**config.mk**
```make
export PLATFORM = sky130hd
export DESIGN_NAME = vmx_regfile
export DESIGN_NICKNAME = d
export VERILOG_FILES = /design/src/design/vmx_pkg.sv /design/src/design/vmx_regfile.sv
export SDC_FILE = /design/constraint.sdc
export NUM_CORES = 1
export LEC_CHECK = 0
export BUFFER_PORTS_ARGS = -buffer_cell sky130_fd_sc_hd__buf_2
export CAP_MARGIN = 20
export CORE_UTILIZATION = 55
export CTS_CLUSTER_DIAMETER = 100
export DETAILED_ROUTE_END_ITERATION = 8
export HOLD_SLACK_MARGIN = 0.02
export PLACE_DENSITY = 0.79
export SLEW_MARGIN = 20
export SYNTH_ARGS = -nofsm -noshare
export SYNTH_HDL_FRONTEND = slang
export SYNTH_SLANG_ARGS = --single-unit
```
**constraint.sdc**
```tcl
create_clock -name clk -period 5.1 [get_ports clk]
set_input_delay 1.02 -clock clk [delete_from_list [all_inputs] [get_ports clk]]
set_output_delay 1.02 -clock clk [all_outputs]
set_load 0.05 [all_outputs]
```
**src/design/vmx_pkg.sv**
```systemverilog
`default_nettype none

package vmx_pkg;

    // Default sizes of the storage and the special register positions.
    localparam int DEF_NUM_REGS  = 16;
    localparam int DEF_MEM_WORDS = 4096;
    localparam int DEF_FLAG_REG  = 13;
    localparam int DEF_CMP_REG   = 14;
    localparam int DEF_PC_REG    = 15;

    // Width of a register and of a data memory word.
    localparam int DATA_W = 32;

    // Instruction opcodes.
    typedef enum logic [3:0] {
        OP_ADD_RR   = 4'h0,
        OP_ADD_RC   = 4'h1,
        OP_PUSH_POP = 4'h2,
        OP_SUB_RR   = 4'h3,
        OP_LOAD_RR  = 4'h4,
        OP_LOAD_RC  = 4'h5,
        OP_SUB_RC   = 4'h7,
        OP_STORE_RR = 4'h8,
        OP_STORE_RC = 4'h9,
        OP_BRANCH   = 4'hB,
        OP_CMP      = 4'hC,
        OP_IO       = 4'hF
    } opcode_t;

    // Completion status of an instruction.
    typedef enum logic [1:0] {
        STATUS_OK          = 2'd0,
        STATUS_UNSUPPORTED = 2'd1,
        STATUS_UNKNOWN     = 2'd2
    } status_t;

    // Codes held in the compare register.
    localparam logic [DATA_W-1:0] CMP_EQ = 32'd0;
    localparam logic [DATA_W-1:0] CMP_LT = 32'd1;
    localparam logic [DATA_W-1:0] CMP_GT = 32'd2;

    // Write control for the register file.
    typedef struct packed {
        logic en;
        logic flag_set;
    } rf_wctl_t;

    // Signed three-way compare of two register values.
    function automatic logic [DATA_W-1:0] compare(input logic [DATA_W-1:0] a,
                                                  input logic [DATA_W-1:0] b);
        logic [DATA_W-1:0] res;
        if (a == b)
        begin
            res = CMP_EQ;
        end
        else if ($signed(a) < $signed(b))
        begin
            res = CMP_LT;
        end
        else
        begin
            res = CMP_GT;
        end
        return res;
    endfunction

endpackage

`default_nettype wire

```
**src/design/vmx_regfile.sv**
```systemverilog
`default_nettype none

module vmx_regfile #(
    parameter int NUM_REGS = vmx_pkg::DEF_NUM_REGS,
    parameter int FLAG_REG = vmx_pkg::DEF_FLAG_REG,
    parameter int CMP_REG  = vmx_pkg::DEF_CMP_REG,
    parameter int PC_REG   = vmx_pkg::DEF_PC_REG,
    localparam int IDX_W   = $clog2(NUM_REGS)
) (
    input  wire logic                        clk,
    input  wire logic                        rst_n,
    input  wire logic                        rd_en,
    input  wire logic [IDX_W-1:0]            rd_d_idx,
    input  wire logic [IDX_W-1:0]            rd_s_idx,
    input  wire vmx_pkg::rf_wctl_t           wr_ctl,
    input  wire logic [IDX_W-1:0]            wr_idx,
    input  wire logic [vmx_pkg::DATA_W-1:0]  wr_data,
    output logic      [vmx_pkg::DATA_W-1:0]  d_value,
    output logic      [vmx_pkg::DATA_W-1:0]  s_value,
    output logic      [vmx_pkg::DATA_W-1:0]  cmp_value,
    output logic      [vmx_pkg::DATA_W-1:0]  pc_next
);
    import vmx_pkg::*;

    localparam logic [IDX_W-1:0] FLAG_IDX = IDX_W'(FLAG_REG % NUM_REGS);
    localparam logic [IDX_W-1:0] CMP_IDX  = IDX_W'(CMP_REG % NUM_REGS);
    localparam logic [IDX_W-1:0] PC_IDX   = IDX_W'(PC_REG % NUM_REGS);

    logic [DATA_W-1:0] mem [NUM_REGS];
    logic [DATA_W-1:0] rd_d_reg;
    logic [DATA_W-1:0] rd_s_reg;
    logic [IDX_W-1:0]  idx_d_reg;
    logic [IDX_W-1:0]  idx_s_reg;
    logic              fwd_d_reg;
    logic              fwd_s_reg;
    logic [DATA_W-1:0] fwd_data_reg;
    logic [NUM_REGS-1:0] vld_reg;
    logic [DATA_W-1:0] flag_val_reg;
    logic [DATA_W-1:0] flag_val_next;
    logic [DATA_W-1:0] cmp_val_reg;
    logic [DATA_W-1:0] cmp_val_next;
    logic [DATA_W-1:0] pc_val_reg;
    logic [DATA_W-1:0] pc_val_next;

    // Register array with two synchronous read ports and one write port.
    always_ff @(posedge clk)
    begin
        if (wr_ctl.en)
        begin
            mem[wr_idx] <= wr_data;
        end
        if (rd_en)
        begin
            rd_d_reg     <= mem[rd_d_idx];
            rd_s_reg     <= mem[rd_s_idx];
            idx_d_reg    <= rd_d_idx;
            idx_s_reg    <= rd_s_idx;
            fwd_data_reg <= wr_data;
        end
    end

    // Forwarding marks for a write that lands on the same edge as the read,
    // and written marks so that untouched registers read as zero.
    always_ff @(posedge clk or negedge rst_n)
    begin
        if (!rst_n)
        begin
            fwd_d_reg <= 1'b0;
            fwd_s_reg <= 1'b0;
            vld_reg   <= '0;
        end
        else
        begin
            if (rd_en)
            begin
                fwd_d_reg <= wr_ctl.en && (wr_idx == rd_d_idx);
                fwd_s_reg <= wr_ctl.en && (wr_idx == rd_s_idx);
            end
            if (wr_ctl.en)
            begin
                vld_reg[wr_idx] <= 1'b1;
            end
        end
    end

    // Next values of the special registers. The sticky flag is set first, so
    // a plain write to the same position wins.
    always_comb
    begin
        flag_val_next = flag_val_reg;
        cmp_val_next  = cmp_val_reg;
        pc_val_next   = pc_val_reg;
        if (wr_ctl.flag_set)
        begin
            flag_val_next = 32'd1;
            if (CMP_IDX == FLAG_IDX)
            begin
                cmp_val_next = 32'd1;
            end
            if (PC_IDX == FLAG_IDX)
            begin
                pc_val_next = 32'd1;
            end
        end
        if (wr_ctl.en && (wr_idx == FLAG_IDX))
        begin
            flag_val_next = wr_data;
        end
        if (wr_ctl.en && (wr_idx == CMP_IDX))
        begin
            cmp_val_next = wr_data;
        end
        if (wr_ctl.en && (wr_idx == PC_IDX))
        begin
            pc_val_next = wr_data;
        end
    end

    // Special registers are held in flip-flops so they can be read at any time.
    always_ff @(posedge clk or negedge rst_n)
    begin
        if (!rst_n)
        begin
            flag_val_reg <= '0;
            cmp_val_reg  <= '0;
            pc_val_reg   <= '0;
        end
        else
        begin
            flag_val_reg <= flag_val_next;
            cmp_val_reg  <= cmp_val_next;
            pc_val_reg   <= pc_val_next;
        end
    end

    // Resolve one read port: special register, forwarded write, array or zero.
    function automatic logic [DATA_W-1:0] pick(input logic [IDX_W-1:0]  idx,
                                               input logic              fwd,
                                               input logic              written,
                                               input logic [DATA_W-1:0] q,
                                               input logic [DATA_W-1:0] pc_v,
                                               input logic [DATA_W-1:0] cmp_v,
                                               input logic [DATA_W-1:0] flag_v,
                                               input logic [DATA_W-1:0] fwd_v);
        logic [DATA_W-1:0] res;
        if (idx == PC_IDX)
        begin
            res = pc_v;
        end
        else if (idx == CMP_IDX)
        begin
            res = cmp_v;
        end
        else if (idx == FLAG_IDX)
        begin
            res = flag_v;
        end
        else if (fwd)
        begin
            res = fwd_v;
        end
        else if (written)
        begin
            res = q;
        end
        else
        begin
            res = '0;
        end
        return res;
    endfunction

    assign d_value   = pick(idx_d_reg, fwd_d_reg, vld_reg[idx_d_reg], rd_d_reg,
                            pc_val_reg, cmp_val_reg, flag_val_reg, fwd_data_reg);
    assign s_value   = pick(idx_s_reg, fwd_s_reg, vld_reg[idx_s_reg], rd_s_reg,
                            pc_val_reg, cmp_val_reg, flag_val_reg, fwd_data_reg);
    assign cmp_value = cmp_val_reg;
    assign pc_next   = pc_val_next;

endmodule

`default_nettype wire

```
==> results of run 1 <==
==> kinds of logic (layout without fill, tap and decap cells) <==
family                    Yosys count  in the layout  share of synthesized area [%]
DFF                               730            730                           63.8
and+or+nand+nor                   328            328                           4.28
other                               0              2                              0
buffers and inverters             152            370                           2.21
muxes                             401            401                           24.2
AOI/OAI and AO/OA                 301            301                           5.29
xor gates and xnor gates            8              8                          0.209
==> metrics by stage <==
stage	util [%]	hold slack [ns]	setup WS [ns]	area, sq um
after global placement	58.6	0.476	1.31	35300
final	62.8	0.497	0.542	37800
after global routing	62.8	0.521	0.480	37800
after detailed placement	58.6	0.479	1.26	35300
after floorplan	-	0.461	0.870	33500
after CTS	62.8	0.494	0.615	37800
==> where the power goes <==
group	leakage [nW]	internal (mW)	switching (mW)
sequential	7.06	6.81	0.277
combinational	4.45	0.743	1.66
clock	1.24	3.29	2.37
total	12.7	10.8	4.30
==> cell type report <==
class,count,share of cell area (%)
repair buffers,227,3.79
well taps,782,2.59
flip-flops and latches,730,56.4
clock buffers,97,5.56
multi-input cells,1038,30.5
clock inverters,44,1.14
inverters,2,0.0198
diodes,2,0.0132
==> critical path: cells and delay by family, from the launching register on <==
family,cells,cell delay (ns)
muxes,1,0.34
buffers and inverters,1,0.33
and+or+nand+nor,2,0.29
DFF,1,0.74
AOI/OAI and AO/OA,2,1.19
==> layout by cell type (no fill, tap or decap), types with 4 or more instances in the layout <==
| cell | netlist | final |
|---|---|---|
| a21oi_1 | 131 | 129 |
| buf_12 | 0 | 11 |
| buf_2 | 31 | 170 |
| buf_4 | 19 | 43 |
| bufinv_16 | 0 | 7 |
| clkbuf_1 | 70 | 12 |
| clkbuf_16 | 0 | 79 |
| clkbuf_8 | 0 | 8 |
| clkinv_1 | 0 | 13 |
| clkinv_2 | 0 | 13 |
| clkinvlp_4 | 0 | 4 |
| dfrtp_1 | 114 | 114 |
| edfxtp_1 | 616 | 616 |
| mux2_2 | 64 | 64 |
| mux2i_1 | 17 | 17 |
| mux4_2 | 320 | 320 |
| nand2_1 | 105 | 101 |
| nand2_2 | 0 | 4 |
| nand2b_1 | 35 | 35 |
| nand3_1 | 5 | 5 |
| nor2_1 | 140 | 128 |
| nor2_4 | 0 | 12 |
| nor2b_2 | 0 | 4 |
| nor3_1 | 10 | 6 |
| nor3_2 | 0 | 4 |
| nor3b_1 | 6 | 6 |
| o21ai_0 | 98 | 98 |
| o221ai_1 | 63 | 63 |
| o32ai_1 | 4 | 4 |
| or2_2 | 16 | 16 |
| xnor2_1 | 6 | 6 |
==> routing by layer <==
layer  global-route usage, %  vias to the layer above
met4                    15.8                        6
met1                    39.5                    10600
met3                    6.47                      318
li1                        -                     8171
met5                       0                        -
met2                    49.0                     1674
==> worst min path at each step <==
stage	start	endpoint	cells past startpoint
finish	vld_reg[8]	vld_reg[8]	1
detailed placement	vld_reg[8]	vld_reg[8]	1
global route	vld_reg[10]	vld_reg[10]	1
global placement	vld_reg[8]	vld_reg[8]	1
CTS	vld_reg[8]	vld_reg[8]	1
floorplan	vld_reg[0]	vld_reg[0]	1
==> results.json, run 1 <==
{
  "status": "finished, final reports clean",
  "routed-wl-met2_um": 45700,
  "synth-seq-cells": 730,
  "tightest_slew_ns": 1.08,
  "drt_iter0_drc": 2978,
  "critPathArrivalTime_ns": 3.54,
  "hold_violations": 0,
  "peakVddDrop_mv": 0.229,
  "vias_per_cell": 7.10,
  "cap_viol_max_count": 0,
  "final_layout_size_suffix_gt1_share_pct": 36.2,
  "crit_required_ns": 4.08,
  "cts_hold_buf": 0,
  "netlist.area_leader.share_pct": 55.3,
  "report.final.slew_viol_count": 0,
  "rsz0062_at_grt": "no",
  "setup_viol": 0,
  "synth_top_area_cell": "edfxtp_1",
  "syn_area_sq_um": 33500,
  "fp.coreArea_sq_um": 60200,
  "synthArstFlopShare_pct": 15.6,
  "instances_no_fill": 2922,
  "dp_hpwl_um": 51800,
  "num-nets-final": 2125,
  "clk_latency_ns": 0.63,
  "n_fill_cell": 4008,
  "min_period_ns": 4.56,
  "multi_input_area_sq_um": 11500,
  "wl_per_cell_um": 31.9,
  "cp_max_fo": 25,
  "wl_met3_um": 10700,
  "synth_edf_count": 616,
  "ys_top_cells_by_count": "edfxtp_1 (616), mux4_2 (320), nor2_1 (140)",
  "cp-start-kind": "flip-flop",
  "io_buffers": 176,
  "drc": 0,
  "largest_register_ffs": 512,
  "avgSynthCellArea_sq_um": 17.4,
  "routed_wl_um": 93300,
  "period_share_pct": 89.4,
  "r2r-end": "rd_d_reg[4]",
  "powerDensity_nw_per_um2": 400,
  "clk_pin_slew_ns": 0.06,
  "setup-tns-final_ns": 0,
  "grt_pass1_wl_um": 138000,
  "die_y_um": 249,
  "rrSetupSlack_ns": 3.31,
  "cp_slowest_stage_delay_ns": 0.76,
  "crit_end": "d_value[23]",
  "fmax_mhz": 219,
  "register_area_sq_um": 21400,
  "grt-ovfl-total": 0,
  "dp.cells": 2779,
  "postCtsSetupBuffers": 0,
  "yosys-top-cells-area": "edfxtp_1 (55%), mux4_2 (22%), dfrtp_1 (8.5%)",
  "clock_path_buffers": 3,
  "max_flop_register": "mem",
  "vias": 20700,
  "total_power_mw": 15.1,
  "synth-seq-area-share_pct": 63.8,
  "root_buffer": "clkbuf_16",
  "worstPathCellList": "mux2i_1 > nor3b_1 > nor3_1 > o32a_2 > o221ai_1 > buf_2",
  "synth_warnings": 0,
  "synth-main-ff-cell": "edfxtp_1",
  "die_w_um": 249,
  "syn_nets": 1969,
  "end_kind": "primary output",
  "min_path_type": "flip-flop to flip-flop",
  "synthToLayoutAreaGrowth_pct": 13.1,
  "yosysMostFrequentCell": "edfxtp_1",
  "cp_slowest_cell": "o32a_2",
  "r2r_cells": 2,
  "cts_max_level": 3,
  "ios": 177,
  "path_class": "flip-flop to primary output",
  "row_count": 90,
  "initial_utilization_pct": 55.5,
  "grt_max_degree": 98,
  "antenna_found_initial": 5,
  "clock_skew_ns": 0.0278,
  "cts_resized": 0,
  "die_area_sq_um": 61800,
  "startpoint": "idx_d_reg[1]",
  "cts_buffers": 77,
  "synth_cell_types": 33,
  "synthCells": 1920,
  "highest_layer": "met5",
  "grt_pass1_vias": 21500,
  "drt_pass1_iterations": 5,
  "reg2reg_from": "mem[15][4]",
  "place.gp.congestion": 0.843,
  "grt_usage_pct": 30.5,
  "max_slew_margin_pct": 27.5,
  "cts_tree": "done",
  "wl_met1_um": 32000,
  "ant_nets": 0,
  "leakage_nw": 12.7,
  "numClockSinks": 730
}
No activity file was read; power rests on OpenSTA's default activity.
==> run 2, diff against run 1 <==
--- a/constraint.sdc
+++ b/constraint.sdc
@@ -3,2 +3,2 @@
 set_output_delay 1.02 -clock clk [all_outputs]
-set_load 0.05 [all_outputs]
+set_load 0.01 [all_outputs]
==> run 2 against run 1 <==
Clock-buffer cell count rose by 5. Total power fell by 3.9%. Flip-flop and latch count did not move. Via count fell by 0.15%. Sequential share of layout area barely moved. Routed wire length rose by 1.6%. Final cell count fell by 0.21%. Critical path type unchanged. Combinational power fell by 29%. Design area barely moved. Critical path depth did not move. Sequential power barely moved.
==> results.json, run 2 (synthesis gave the netlist of run 1 again) <==
{
  "drc": 0,
  "die_y_um": 249,
  "tightest_slew_ns": 1.10,
  "min_path_type": "input port to asynchronous set/reset pin",
  "vias": 20700,
  "io_buffers": 176,
  "dp_hpwl_um": 52700,
  "fp.coreArea_sq_um": 60200,
  "cp_slowest_cell": "o32a_2",
  "cts_max_level": 3,
  "pwr-share-clk_pct": 39.6,
  "wl_per_cell_um": 32.5,
  "final_layout_size_suffix_gt1_share_pct": 36.1,
  "rsz0062_at_grt": "no",
  "drt_pass1_iterations": 6,
  "cts_resized": 0,
  "clk_pin_slew_ns": 0.06,
  "largest_register_ffs": 512,
  "die_w_um": 249,
  "fin_ws_ns": 0.526,
  "path_buf_inv": 1,
  "cts_tree": "done",
  "p_comb_share_pct": 11.7,
  "report.final.slew_viol_count": 0,
  "wl_met3_um": 11000,
  "max_slew_margin_pct": 26.8,
  "cap_viol_max_count": 0,
  "min_period_ns": 4.57,
  "cts_buffers": 76,
  "postCtsSetupBuffers": 0,
  "die_area_sq_um": 61800,
  "numClockSinks": 730,
  "drt_iter0_drc": 2780,
  "max_flop_register": "mem",
  "ant_nets": 0,
  "fin_util_pct": 62.8,
  "routed_wl_um": 94800,
  "cp_max_fo": 32,
  "final_cell_mix": "edfxtp_1 (616), mux4_2 (320), buf_2 (170), a21oi_1 (129), nor2_1 (128)",
  "grt_pass1_wl_um": 140000,
  "place.gp.congestion": 0.859,
  "leakage_nw": 12.8,
  "hold_violations": 0,
  "wl_met1_um": 32100,
  "grt_usage_pct": 31.0,
  "vias_per_cell": 7.10,
  "p_seq_share_pct": 48.7,
  "worstPathCellList": "mux2i_1 > o22ai_1 > nor3_1 > o32a_2 > o221ai_1 > buf_2",
  "clk_latency_ns": 0.62,
  "clock_path_buffers": 3,
  "clock_skew_ns": 0.0247,
  "end_kind": "primary output",
  "fmax_mhz": 219,
  "switchingPower_mw": 3.57,
  "n_fill_cell": 3992,
  "critPathArrivalTime_ns": 3.55,
  "num-nets-final": 2121,
  "ios": 177,
  "setup_viol": 0,
  "powerDensity_nw_per_um2": 385,
  "root_buffer": "clkbuf_16",
  "cp_slowest_stage_delay_ns": 0.89,
  "place_ws_ns": 1.12,
  "status": "finished, final reports clean",
  "crit_required_ns": 4.08,
  "peakVddDrop_mv": 0.244,
  "routed-wl-met2_um": 46600,
  "final_common_cell": "edfxtp_1",
  "grt-ovfl-total": 0,
  "grt_pass1_vias": 21600,
  "path_class": "flip-flop to primary output",
  "antenna_found_initial": 4,
  "period_share_pct": 89.7,
  "setup-tns-final_ns": 0,
  "grt_max_degree": 85,
  "cp-start-kind": "flip-flop",
  "p_int_mw": 11.0,
  "synthToLayoutAreaGrowth_pct": 13.1,
  "path_delay_family": "compound AO/OA/AOI/OAI gates",
  "row_count": 90,
  "switching_share_pct": 24.5,
  "cts_hold_buf": 0,
  "initial_utilization_pct": 55.5,
  "highest_layer": "met5"
}
==> run 2: per-stage QoR <==
stage          total power [mW]  std cells  instance area [sq um]  hold slack, ns
2_1_floorplan              8.12       1920                  33500           0.461
3_3_place_gp               8.79       2776                  35200           0.487
3_5_place_dp               8.86       2776                  35200           0.485
4_1_cts                    14.5       2914                  37800           0.513
5_1_grt                    14.9       2916                  37800           0.532
6_report                   14.6       2916                  37800           0.495
==> run 2: path summary, 6_finish.rpt <==
check,from,endpoint,slack (ns),cells after the start
max,idx_s_reg[0],s_value[23],0.53,6
min reg2reg,vld_reg[7],vld_reg[7],0.52,1
min in group clk,vld_reg[7],vld_reg[7],0.52,1
max in group asynchronous,rst_n,pc_val_reg[19],3.53,2
max reg2reg,mem[15][12],rd_s_reg[12],3.35,2
min,rst_n,flag_val_reg[2],0.49,1
==> run 2: power groups by stage <==
stage          clock [mW]  combinational, mW  sequential [mW]
4_1_cts              5.79               1.69             7.07
2_1_floorplan           0               1.02             7.11
5_1_grt              6.00               1.79             7.11
6_report             5.76               1.71             7.09
3_5_place_dp            0               1.68             7.18
3_3_place_gp            0               1.63             7.16
==> run 2: metal layers <==
metal | GRT usage, % | vias up
li1 | - | 8157
met5 | 0 | -
met3 | 7.80 | 340
met4 | 15.6 | 4
met1 | 39.4 | 10600
met2 | 50.2 | 1637
==> run 2: layout make-up <==
| class | count | area (sq um) | area share [%] |
|---|---|---|---|
| Inverter | 2 | 7.51 | 0.0198 |
| Antenna cell | 2 | 5.00 | 0.0132 |
| Multi-Input combinational cell | 1038 | 11500 | 30.5 |
| Sequential cell | 730 | 21400 | 56.4 |
| Timing Repair Buffer | 224 | 1370 | 3.63 |
| Clock inverter | 36 | 378 | 0.999 |
| Tap cell | 782 | 978 | 2.59 |
| Clock buffer | 102 | 2210 | 5.84 |
==> run 3, diff against run 2 <==
==> constraint.sdc (replaced) <==
create_clock -name clk -period 5.1 [get_ports clk]
set_input_delay 0.255 -clock clk [delete_from_list [all_inputs] [get_ports clk]]
set_output_delay 0.255 -clock clk [all_outputs]
set_load 0.01 [all_outputs]
==> run 3 against run 2 <==
Clock-buffer cell count up 2. Worst setup slack improved by 0.75 ns. Via count grew 0.61%. Global-route usage fell by 0.49 points. Highest routed layer unchanged.
==> results.json, run 3 (synthesis gave the netlist of run 1 again) <==
{
  "status": "finished, final reports clean",
  "hold_violations": 0,
  "end_kind": "primary output",
  "peakVddDrop_mv": 0.234,
  "largest_register_ffs": 512,
  "finalInstanceArea_sq_um": 37700,
  "cts_buffers": 73,
  "clk_latency_ns": 0.62,
  "io_buffers": 176,
  "fmax_mhz": 261,
  "numClockSinks": 730,
  "ios": 177,
  "dp.cells": 2773,
  "r2r-end": "rd_s_reg[9]",
  "placed_area_sq_um": 35200,
  "worstPathCellList": "nor2b_2 > buf_4 > a21oi_1 > nor2_1 > a21oi_1 > o221ai_1 > buf_2",
  "grt_usage_pct": 30.5,
  "max_flop_register": "mem",
  "vias_per_cell": 7.15,
  "leakage_nw": 12.7,
  "report.final.slew_viol_count": 0,
  "ant_nets": 0,
  "drt_pass1_iterations": 6,
  "cp_slowest_stage_delay_ns": 0.81,
  "top_usage_layer": "met2",
  "instances_no_fill": 2913,
  "cp_slowest_cell": "nor2b_2",
  "period_share_pct": 75.0,
  "clk_pin_slew_ns": 0.06,
  "grt.met3_usage_pct": 7.58,
  "whs_endpoint": "mem[6][19]",
  "setup-tns-final_ns": 0,
  "path_buf_inv": 2,
  "use_met2_pct": 49.1,
  "min_path_type": "input port to flip-flop",
  "place.gp.congestion": 0.908,
  "r2r_cells": 2,
  "cts_max_level": 3,
  "tightest_slew_ns": 1.13,
  "die_area_sq_um": 61800,
  "whs_path_depth": 1,
  "n_fill_cell": 3978,
  "cap_viol_max_count": 0,
  "max_slew_margin_pct": 25.0,
  "grt_max_degree": 85,
  "cp-start-kind": "flip-flop",
  "row_count": 90,
  "die_w_um": 249,
  "final_cell_mix": "edfxtp_1 (616), mux4_2 (320), buf_2 (170), a21oi_1 (129), nor2_1 (128)",
  "cts_tree": "done",
  "path_class": "flip-flop to primary output",
  "path_common_cell": "a21oi_1",
  "wl_per_cell_um": 32.0,
  "dp_hpwl_um": 52100,
  "rsz0062_at_grt": "no",
  "cts_resized": 0,
  "grt_pass1_wl_um": 138000,
  "vias": 20800,
  "synthToLayoutAreaGrowth_pct": 12.6,
  "num-nets-final": 2118,
  "antenna_found_initial": 4,
  "crit_required_ns": 4.85,
  "initial_utilization_pct": 55.5,
  "clock_skew_ns": 0.0193,
  "powerDensity_nw_per_um2": 380,
  "grtUsageMet1_pct": 38.9,
  "critPathArrivalTime_ns": 3.57,
  "cp_max_fo": 14,
  "hold_start": "wr_data[19]",
  "routed_wl_um": 93300,
  "clock_path_buffers": 3,
  "drc": 0,
  "die_y_um": 249,
  "holdWs_ns": 0.0520,
  "path_delay_family": "simple AND/OR/NAND/NOR gates",
  "reg2reg_from": "mem[15][9]",
  "min_period_ns": 3.83,
  "rrSetupSlack_ns": 3.38,
  "grt_pass1_vias": 21500,
  "fp.coreArea_sq_um": 60200,
  "fin_util_pct": 62.5,
  "final_layout_size_suffix_gt1_share_pct": 35.3,
  "drt_iter0_drc": 2847,
  "root_buffer": "clkbuf_16",
  "final_common_cell": "edfxtp_1",
  "grt-ovfl-total": 0,
  "setup_viol": 0
}
## run 3: cell count changes in the layout (fill, tap and decap cells not counted), sizes merged, moves of 2 or more
| cell | before | now |
|---|---|---|
| inv | 2 | 5 |
| buf | 222 | 220 |
| dlygate4sd3 | 0 | 2 |
| clkinv | 26 | 17 |
| clkbuf | 104 | 106 |
## run 3: per-stage QoR
step | total power [mW] | setup slack [ns]
final | 14.3 | 1.27
after global routing | 14.7 | 1.21
after CTS | 14.3 | 1.46
after detailed placement | 8.85 | 2.13
after global placement | 8.79 | 2.18
after floorplan | 8.12 | 1.63
## run 3: cell type report
class,instances,area (sq um),area share (%)
Sequential cell,730,21400,56.7
Multi-Input combinational cell,1038,11500,30.6
Clock buffer,104,2070,5.48
Timing Repair Buffer,224,1360,3.61
Tap cell,782,978,2.60
Clock inverter,30,373,0.990
Inverter,2,7.51,0.0199
Antenna cell,3,7.51,0.0199
## run 3: how the worst max path moves through the flow
stage                             from      endpoint  slack (ns)  depth (start not counted)
after CTS                 idx_d_reg[0]   d_value[23]        1.46                          7
after detailed placement  idx_d_reg[0]   d_value[23]        2.13                          7
after global routing      idx_d_reg[1]   d_value[23]        1.21                          6
final                     idx_d_reg[0]   d_value[23]        1.27                          7
after global placement     rd_d_idx[0]  rd_d_reg[31]        2.18                          4
after floorplan              wr_idx[3]     mem[0][0]        1.63                          2
## run 3: worst register-to-register path: stages, from the launching register on
cell      delay, ns
edfxtp_1       0.43
mux4_2         0.53
mux4_2         0.50
## run 3: power breakdown
part           total, mW  switching (mW)  internal [mW]  leakage [nW]
logic               1.69           0.961          0.729          4.42
registers           7.10           0.292           6.81          7.06
clock network       5.52            2.24           3.28          1.18
## run 3: per-layer routing
metal | vias to the layer above | share of wire (%)
met1 | 10700 | 34
met4 | 4 | 5.1
li1 | 8147 | -
met3 | 349 | 12
met5 | - | 0.024
met2 | 1629 | 49
## run 3: repair_timing
item / in CTS / in global routing
hold buffers: 2 / 0
buffers inserted: 0 / 0
hold endpoints to repair: 75 / 0
endpoints found under the setup margin: 0 / 0
